### src/rtl/gbf_pkg.sv
package gbf_pkg;

  // Default coordinate width and fixed field widths.
  localparam int COORD_BITS_DEF = 12;
  localparam int STRIDE_BITS    = 16;
  localparam int ADDR_BITS      = 28;
  localparam int PIX_BITS       = 32;
  localparam int CH_BITS        = 8;

  // Blend constants.
  localparam logic [CH_BITS-1:0] ALPHA_OPAQUE = 8'hff;
  localparam logic [CH_BITS-1:0] COV_FULL     = 8'hff;
  localparam logic [CH_BITS-1:0] COV_NONE     = 8'h00;
  localparam logic [15:0]        ROUND_BIAS   = 16'h0080;

  // Function codes carried in tuser.
  localparam logic FUNC_FILL  = 1'b0;
  localparam logic FUNC_BLEND = 1'b1;

  // Register indexes (paddr[3:2]).
  localparam logic [1:0] REG_FB_WIDTH  = 2'd0;
  localparam logic [1:0] REG_FB_HEIGHT = 2'd1;
  localparam logic [1:0] REG_FB_STRIDE = 2'd2;

  // Load enables for the three pipeline registers.
  typedef struct packed {
    logic s1;
    logic s2;
    logic s3;
  } gbf_adv_t;

endpackage

### src/rtl/gbf_regs.sv
module gbf_regs
  import gbf_pkg::*;
#(
  parameter int COORD_BITS = COORD_BITS_DEF
) (
  input  logic                   clk,
  input  logic                   rst,
  input  logic                   psel,
  input  logic                   penable,
  input  logic                   pwrite,
  input  logic [3:0]             paddr,
  input  logic [31:0]            pwdata,
  output logic [31:0]            prdata,
  output logic                   pready,
  output logic [COORD_BITS:0]    fb_width,
  output logic [COORD_BITS:0]    fb_height,
  output logic [STRIDE_BITS-1:0] fb_stride
);

  logic wr;

  assign pready = 1'b1;
  assign wr     = psel && penable && pwrite;

  always_ff @(posedge clk) begin
    if (rst) begin
      fb_width  <= '0;
      fb_height <= '0;
      fb_stride <= '0;
    end else if (wr) begin
      case (paddr[3:2])
        REG_FB_WIDTH:  fb_width  <= pwdata[COORD_BITS:0];
        REG_FB_HEIGHT: fb_height <= pwdata[COORD_BITS:0];
        REG_FB_STRIDE: fb_stride <= pwdata[STRIDE_BITS-1:0];
        default: ;
      endcase
    end
  end

  always_comb begin
    prdata = '0;
    case (paddr[3:2])
      REG_FB_WIDTH:  prdata[COORD_BITS:0]    = fb_width;
      REG_FB_HEIGHT: prdata[COORD_BITS:0]    = fb_height;
      REG_FB_STRIDE: prdata[STRIDE_BITS-1:0] = fb_stride;
      default:       prdata = '0;
    endcase
  end

endmodule

### src/rtl/gbf_addr.sv
module gbf_addr
  import gbf_pkg::*;
#(
  parameter int COORD_BITS = COORD_BITS_DEF
) (
  input  logic                   clk,
  input  gbf_adv_t               adv,
  input  logic [COORD_BITS-1:0]  origin_x,
  input  logic [COORD_BITS-1:0]  origin_y,
  input  logic [COORD_BITS-1:0]  rect_width,
  input  logic [COORD_BITS-1:0]  rect_height,
  input  logic [COORD_BITS-1:0]  col,
  input  logic [COORD_BITS-1:0]  row,
  input  logic [COORD_BITS:0]    fb_width,
  input  logic [COORD_BITS:0]    fb_height,
  input  logic [STRIDE_BITS-1:0] fb_stride,
  output logic                   vis2,
  output logic [ADDR_BITS-1:0]   byte_address
);

  localparam int PW = COORD_BITS + 1 + STRIDE_BITS;
  localparam int SW = (PW > ADDR_BITS) ? PW + 1 : ADDR_BITS + 1;

  // Stage 1: absolute coordinates and in-rectangle flags.
  logic [COORD_BITS:0] x1, y1;
  logic                inx1, iny1;
  // Stage 2: clip result and line offset.
  logic [COORD_BITS:0] x2;
  logic [PW-1:0]       line2;
  logic [SW-1:0]       sum;

  always_ff @(posedge clk) begin
    if (adv.s1) begin
      x1   <= {1'b0, origin_x} + {1'b0, col};
      y1   <= {1'b0, origin_y} + {1'b0, row};
      inx1 <= col < rect_width;
      iny1 <= row < rect_height;
    end
  end

  // A pixel lies in the clipped span when it is inside the rectangle, its
  // absolute x is below fb_width and its absolute y is below fb_height.
  always_ff @(posedge clk) begin
    if (adv.s2) begin
      vis2  <= inx1 && iny1 && (x1 < fb_width) && (y1 < fb_height);
      x2    <= x1;
      line2 <= PW'(y1) * PW'(fb_stride);
    end
  end

  assign sum = SW'(line2) + SW'({x2, 2'b00});

  always_ff @(posedge clk) begin
    if (adv.s3) begin
      byte_address <= vis2 ? sum[ADDR_BITS-1:0] : '0;
    end
  end

endmodule

### src/rtl/gbf_blend.sv
module gbf_blend
  import gbf_pkg::*;
(
  input  logic                clk,
  input  gbf_adv_t            adv,
  input  logic                func,
  input  logic [CH_BITS-1:0]  coverage,
  input  logic [23:0]         fg_rgb,
  input  logic [23:0]         bg_rgb,
  input  logic                vis2,
  output logic [PIX_BITS-1:0] pixel_word
);

  typedef enum logic [1:0] {
    MODE_BG,
    MODE_FG,
    MODE_MIX
  } mode_t;

  mode_t       mode1, mode2;
  logic [23:0] fg1, bg1, fg2, bg2;
  logic [15:0] pf1 [3];
  logic [15:0] pb1 [3];
  logic [15:0] t2  [3];
  logic [15:0] fold [3];
  logic [23:0] mix, rgb;
  logic [CH_BITS-1:0] inv_cov;

  assign inv_cov = COV_FULL - coverage;

  always_ff @(posedge clk) begin
    if (adv.s1) begin
      fg1 <= fg_rgb;
      bg1 <= bg_rgb;
      if (func == FUNC_FILL || coverage == COV_NONE) begin
        mode1 <= MODE_BG;
      end else if (coverage == COV_FULL) begin
        mode1 <= MODE_FG;
      end else begin
        mode1 <= MODE_MIX;
      end
      for (int c = 0; c < 3; c++) begin
        pf1[c] <= 16'(fg_rgb[c*8 +: 8]) * 16'(coverage);
        pb1[c] <= 16'(bg_rgb[c*8 +: 8]) * 16'(inv_cov);
      end
    end
  end

  // The weighted sum plus bias stays below 2^16 for all byte inputs.
  always_ff @(posedge clk) begin
    if (adv.s2) begin
      fg2   <= fg1;
      bg2   <= bg1;
      mode2 <= mode1;
      for (int c = 0; c < 3; c++) begin
        t2[c] <= pf1[c] + pb1[c] + ROUND_BIAS;
      end
    end
  end

  // Divide by 255 as (t + (t >> 8)) >> 8.
  always_comb begin
    for (int c = 0; c < 3; c++) begin
      fold[c]      = t2[c] + (t2[c] >> 8);
      mix[c*8 +: 8] = fold[c][15:8];
    end
    case (mode2)
      MODE_BG:  rgb = bg2;
      MODE_FG:  rgb = fg2;
      MODE_MIX: rgb = mix;
      default:  rgb = bg2;
    endcase
  end

  always_ff @(posedge clk) begin
    if (adv.s3) begin
      pixel_word <= vis2 ? {ALPHA_OPAQUE, rgb} : '0;
    end
  end

endmodule

### src/rtl/glyph_blend_fill_pixel_writer.sv
// Channel   | Direction | Carries
// ----------+-----------+-------------------------------------------------
// s_axis    | in        | one pixel request of a fill or glyph blend
// m_axis    | out       | write flag, byte address and ARGB32 word
// apb       | in/out    | fb_width, fb_height, fb_stride at 0x0, 0x4, 0x8
//
// One pixel request is taken every clock while m_axis does not stall. Its result
// passes from stage one to stage two and then into the output register. The
// depth is set by the three register stages: clip and channel products, then
// clip compare with line multiply and channel sums, then the divide-by-255 fold
// with the address add.
// Reset is synchronous and clears the valid bits and the configuration
// registers. The data registers are not reset because the valid bits guard them.
// A stall on m_axis holds each stage that has no empty stage ahead of it.
module glyph_blend_fill_pixel_writer
  import gbf_pkg::*;
#(
  parameter int COORD_BITS = COORD_BITS_DEF
) (
  input  logic        clk,
  input  logic        rst,
  // Request stream.
  input  logic        s_tvalid,
  output logic        s_tready,
  // From bit 0: origin_x, origin_y, rect_width, rect_height, col, row,
  // coverage, fg_rgb, bg_rgb, then zero fill to whole bytes.
  input  logic [((6*COORD_BITS+56+7)/8)*8-1:0] s_tdata,
  // Bit 0: func.
  input  logic        s_tuser,
  // Result stream.
  output logic        m_tvalid,
  input  logic        m_tready,
  // From bit 0: byte_address, pixel_word, then zero fill to 64 bits.
  output logic [63:0] m_tdata,
  // Bit 0: write_enable.
  output logic        m_tuser,
  // Configuration port.
  input  logic        psel,
  input  logic        penable,
  input  logic        pwrite,
  input  logic [3:0]  paddr,
  input  logic [31:0] pwdata,
  output logic [31:0] prdata,
  output logic        pready
);

  localparam int CB = COORD_BITS;

  logic [CB:0]            fb_width, fb_height;
  logic [STRIDE_BITS-1:0] fb_stride;

  // Valid bits of the three stages; stage three is the output register.
  logic v1, v2, v3, vis3;
  logic rdy1, rdy2, rdy3;
  gbf_adv_t adv;

  logic                   vis2;
  logic [ADDR_BITS-1:0]   byte_address;
  logic [PIX_BITS-1:0]    pixel_word;

  // A stage may load when it is empty or its content moves on this cycle.
  assign rdy3 = !v3 || m_tready;
  assign rdy2 = !v2 || rdy3;
  assign rdy1 = !v1 || rdy2;

  assign s_tready = rdy1;
  assign adv.s1   = s_tvalid && rdy1;
  assign adv.s2   = v1 && rdy2;
  assign adv.s3   = v2 && rdy3;

  always_ff @(posedge clk) begin
    if (rst) begin
      v1 <= 1'b0;
      v2 <= 1'b0;
      v3 <= 1'b0;
    end else begin
      if (rdy1) begin
        v1 <= s_tvalid;
      end
      if (rdy2) begin
        v2 <= v1;
      end
      if (rdy3) begin
        v3 <= v2;
      end
    end
  end

  always_ff @(posedge clk) begin
    if (adv.s3) begin
      vis3 <= vis2;
    end
  end

  gbf_regs #(.COORD_BITS(CB)) u_regs (
    .clk       (clk),
    .rst       (rst),
    .psel      (psel),
    .penable   (penable),
    .pwrite    (pwrite),
    .paddr     (paddr),
    .pwdata    (pwdata),
    .prdata    (prdata),
    .pready    (pready),
    .fb_width  (fb_width),
    .fb_height (fb_height),
    .fb_stride (fb_stride)
  );

  gbf_addr #(.COORD_BITS(CB)) u_addr (
    .clk          (clk),
    .adv          (adv),
    .origin_x     (s_tdata[0*CB +: CB]),
    .origin_y     (s_tdata[1*CB +: CB]),
    .rect_width   (s_tdata[2*CB +: CB]),
    .rect_height  (s_tdata[3*CB +: CB]),
    .col          (s_tdata[4*CB +: CB]),
    .row          (s_tdata[5*CB +: CB]),
    .fb_width     (fb_width),
    .fb_height    (fb_height),
    .fb_stride    (fb_stride),
    .vis2         (vis2),
    .byte_address (byte_address)
  );

  gbf_blend u_blend (
    .clk        (clk),
    .adv        (adv),
    .func       (s_tuser),
    .coverage   (s_tdata[6*CB +: CH_BITS]),
    .fg_rgb     (s_tdata[6*CB+8 +: 24]),
    .bg_rgb     (s_tdata[6*CB+32 +: 24]),
    .vis2       (vis2),
    .pixel_word (pixel_word)
  );

  assign m_tvalid = v3;
  assign m_tuser  = vis3;
  assign m_tdata  = {4'b0000, pixel_word, byte_address};

endmodule

### config.mk
export PLATFORM = sky130hd
export DESIGN_NAME = glyph_blend_fill_pixel_writer
export DESIGN_NICKNAME = d
export VERILOG_FILES = /design/src/rtl/gbf_pkg.sv /design/src/rtl/gbf_regs.sv /design/src/rtl/gbf_addr.sv /design/src/rtl/gbf_blend.sv /design/src/rtl/glyph_blend_fill_pixel_writer.sv
export SDC_FILE = /design/constraint.sdc
export NUM_CORES = 2
export LEC_CHECK = 0
export ABC_AREA = 0
export BUFFER_PORTS_ARGS = -buffer_cell sky130_fd_sc_hd__buf_2
export CAP_MARGIN = 20
export CORE_MARGIN = 3
export CORE_UTILIZATION = 60
export CTS_CLUSTER_DIAMETER = 120
export DETAILED_ROUTE_END_ITERATION = 8
export GPL_TIMING_DRIVEN = 1
export PLACE_DENSITY = 0.86
export RECOVER_POWER = 100
export REMOVE_ABC_BUFFERS = 1
export SETUP_SLACK_MARGIN = 0.1
export SLEW_MARGIN = 5
export SYNTH_ARGS = -nofsm -noshare
export SYNTH_HDL_FRONTEND = slang
export SYNTH_SLANG_ARGS = --single-unit
### constraint.sdc
create_clock -name clk -period 15.3 [get_ports clk]
set_input_delay 2.295 -clock clk [delete_from_list [all_inputs] [get_ports clk]]
set_output_delay 2.295 -clock clk [all_outputs]
set_load 0.02 [all_outputs]
==> flow_metrics.env <==
export IMPL_outcome="finished, violations left"
export IMPL_violations="max-capacitance violations, max-slew violations"
export IMPL_rsz0062_at_grt="no"
export IMPL_clock_path_buffers=3
export IMPL_clk_pin_slew_ns=0.06
export IMPL_synthCells=3829
export IMPL_cp_num_buf_inv=4
export IMPL_final_nets=5035
export IMPL_reg2reg_slack_ns=8.06
export IMPL_overflow=0
export IMPL_end_kind="register"
export IMPL_firstDrtPassIters=8
export IMPL_antenna_left=0
export IMPL_leakage_nw=19.1
export IMPL_min_delay_start="u_blend.fg1[16]"
export IMPL_syn2layout_area_growth_pct=7.56
export IMPL_p_per_area_nw_per_um2=129
export IMPL_synth_seq_cells=412
export IMPL_fmax_ghz=0.116
export IMPL_grt_pass1_vias=29109
export IMPL_core_area_um2=64600
export IMPL_final_layout_size_suffix_gt1_share_pct=5.02
export IMPL_io_pins=272
export IMPL_required_ns=15.56
export IMPL_cts_setup_buffers=0
export IMPL_start_util_pct=60.8
export IMPL_hold_end="u_blend.fg2[16]"
export IMPL_root_buffer="clkbuf_16"
export IMPL_finalWeightedCongestion=0.885
export IMPL_vias=28139
export IMPL_ys_warn_count=0
export IMPL_hp_class="register to register"
export IMPL_ir_worst_vdd_uv=112
export IMPL_critPathMaxFanout=72
export IMPL_path_delay_family="buffers and inverters"
export IMPL_period_needed_ns=8.61
export IMPL_cts_sinks=412
export IMPL_die_h_um=262
export IMPL_grt_pass1_wl_um=147000
export IMPL_ys_seq_area_share_pct=30.3
export IMPL_critPathKind="input pin to register"
export IMPL_avgSynthCellArea_um2=10.3
export IMPL_cp_data_arrival_time_ns=8.87
export IMPL_rr_worst_depth=5
export IMPL_rr_endpoint="u_blend.pf1[0][14]"
export IMPL_async_flop_share_pct=0
export IMPL_clkLatencyLatePin_ns=0.59
export IMPL_htreeDepth=2
export IMPL_setup_viol=0
export IMPL_worst_path_most_repeated_cell="clkbuf_1"
export IMPL_rows=93
export IMPL_cts_buffers=44
export IMPL_critPathMaxStageDelay_ns=2.88
export IMPL_synth_edff_count=367
export IMPL_maxSlewViolCount=407
export IMPL_wl_per_cell_um=18.7
export IMPL_stdcell_area_um2=42300
export IMPL_wirelength_um=91600
export IMPL_dieWidth_um=262
export IMPL_hold_viol=0
export IMPL_drc=0
export IMPL_holdPathStages=0
export IMPL_slew_limit_headroom_pct=-166
export IMPL_antenna_found_initial=4
export IMPL_reg2reg_from="m_tvalid"
export IMPL_drt_iter0_markers=2065
export IMPL_fp_dieArea_um2=68600
export IMPL_slowest_stage="clkbuf_1"
export IMPL_cts_hold_buf=0
export IMPL_synthFlopType="edfxtp_1"
export IMPL_grt_usage_pct=27.0
export IMPL_worstPathCellList="buf_2, nor2b_1, a31oi_1, clkbuf_1, clkbuf_1, buf_16"
export IMPL_dpl_hpwl_um=68500
export IMPL_fin_skew_ns=0.0253
export IMPL_period_share_pct=56.3
export IMPL_grt_max_degree=98
export IMPL_cts_resized=0
export IMPL_drv_cap=10
export IMPL_yosysUniqueCellTypes=79
export IMPL_worstMarginPinSlew_ns=3.99
export IMPL_cp_start_kind="input pin"
export IMPL_syn_area_um2=39300
export IMPL_viasPerCell=5.74
export IMPL_tns_ns=0
export IMPL_cts_tree="built"
export IMPL_dpl_cell_area_um2=41100
export IMPL_io_buffer_count=232
-- cells in the final DEF (no fill, tap or decap), types with 49 or more instances in the layout --
master,synthesis,final
fa_1,375,375
nand2_1,348,349
nor2b_1,135,134
a21oi_1,188,190
nor2_1,102,102
inv_1,578,578
nand2b_1,116,116
edfxtp_1,367,367
buf_2,2,103
xnor2_1,150,150
o21ai_0,90,97
clkbuf_1,97,150
nand3_1,63,63
and2_1,225,191
a21o_1,49,49
ha_1,480,480
-- per-stage QoR --
step / setup slack, ns / std cells / total power, mW / hold WS, ns / util (%)
floorplan: 1.95 / 3709 / 3.71 / 0.400 / -
global placement: 8.41 / 4812 / 4.22 / 0.401 / 63.7
detailed placement: 8.23 / 4813 / 4.36 / 0.405 / 63.7
CTS: 8.75 / 4893 / 5.46 / 0.399 / 65.8
global route: 6.20 / 4900 / 5.87 / 0.405 / 65.4
finish: 6.69 / 4901 / 5.47 / 0.398 / 65.4
-- routing by layer --
| layer | global-route usage (%) | up-vias | routed length, um |
|---|---|---|---|
| li1 | - | 12995 | - |
| met1 | 34.6 | 13901 | 36700 |
| met2 | 46.9 | 1035 | 44900 |
| met3 | 4.30 | 206 | 6810 |
| met4 | 9.32 | 2 | 3210 |
| met5 | 0 | - | 13 |
-- cell families after synthesis --
family | count (synthesis) | synth area share [%]
AND/OR/NAND/NOR | 1130 | 15.0
adder cells (fa/ha/maj) | 855 | 34.4
buffers and inverters | 717 | 7.16
AO/OA/AOI/OAI | 508 | 8.44
flip-flops | 412 | 30.3
XOR/XNOR | 188 | 4.19
multiplexers | 17 | 0.436
other | 2 | 0.0191
-- cell usage after synthesis, types with 38 or more instances --
| cell | number | area [um^2] |
|---|---|---|
| ha_1 | 480 | 6010 |
| nor2_1 | 102 | 383 |
| edfxtp_1 | 367 | 11000 |
| nor2b_1 | 135 | 845 |
| nand3_1 | 63 | 315 |
| dfxtp_1 | 45 | 901 |
| o21ai_0 | 90 | 450 |
| nand2_1 | 348 | 1310 |
| xor2_1 | 38 | 333 |
| inv_1 | 578 | 2170 |
| fa_1 | 375 | 7510 |
| and2_1 | 225 | 1410 |
| nand2b_1 | 116 | 726 |
| xnor2_1 | 150 | 1310 |
| a21o_1 | 49 | 368 |
| clkbuf_1 | 97 | 364 |
| a21oi_1 | 188 | 941 |
-- layout make-up --
cell class | count | area (um^2)
Tap cell | 855 | 1070
Clock inverter | 23 | 250
Clock buffer | 57 | 1160
Inverter | 578 | 2170
Sequential cell | 412 | 11900
Antenna cell | 4 | 10.0
Timing Repair Buffer | 253 | 1150
Fill cell | 4906 | 22300
Multi-Input combinational cell | 2719 | 24500
-- registers in the layout (all words and copies together), names as in the netlist, 2 cells and up --
| name | cells |
|---|---|
| u_blend.mode1 | 2 |
| u_blend.mode2 | 2 |
| u_regs.fb_height | 13 |
| u_addr.x1 | 13 |
| u_blend.fg1 | 24 |
| u_blend.pf1 | 48 |
| u_blend.pixel_word | 25 |
| u_addr.byte_address | 28 |
| u_blend.bg1 | 24 |
| u_blend.t2 | 48 |
| u_regs.fb_width | 13 |
| u_blend.bg2 | 24 |
| u_addr.x2 | 13 |
| u_regs.fb_stride | 16 |
| u_blend.fg2 | 24 |
| u_blend.pb1 | 48 |
| u_addr.y1 | 13 |
| u_addr.line2 | 28 |
-- where the power goes --
part	internal (mW)	switching [mW]	total (mW)
registers	1.59	0.143	1.73
logic	1.16	1.51	2.67
clock network	0.608	0.456	1.06
-- worst register-to-register path, delay by kind of cell (launching register included) --
| family | cells | cell delay, ns |
|---|---|---|
| DFF | 1 | 0.31 |
| buffers and inverters | 3 | 4.72 |
| and+or+nand+nor | 1 | 0.23 |
| AOI/OAI and AO/OA | 1 | 1.60 |
-- worst max path at each step --
stage | cells past startpoint | end | start
2_1_floorplan | 2 | u_addr.line2[0] | m_tready
3_3_place_gp | 16 | u_blend.pf1[0][31] | s_tdata[74]
3_5_place_dp | 15 | u_blend.pf1[0][30] | s_tdata[74]
4_1_cts | 15 | u_blend.pf1[0][30] | s_tdata[74]
5_1_grt | 6 | u_blend.pf1[0][14] | m_tready
6_report | 6 | u_blend.pf1[0][14] | m_tready
(Power assumes the default switching activity.)
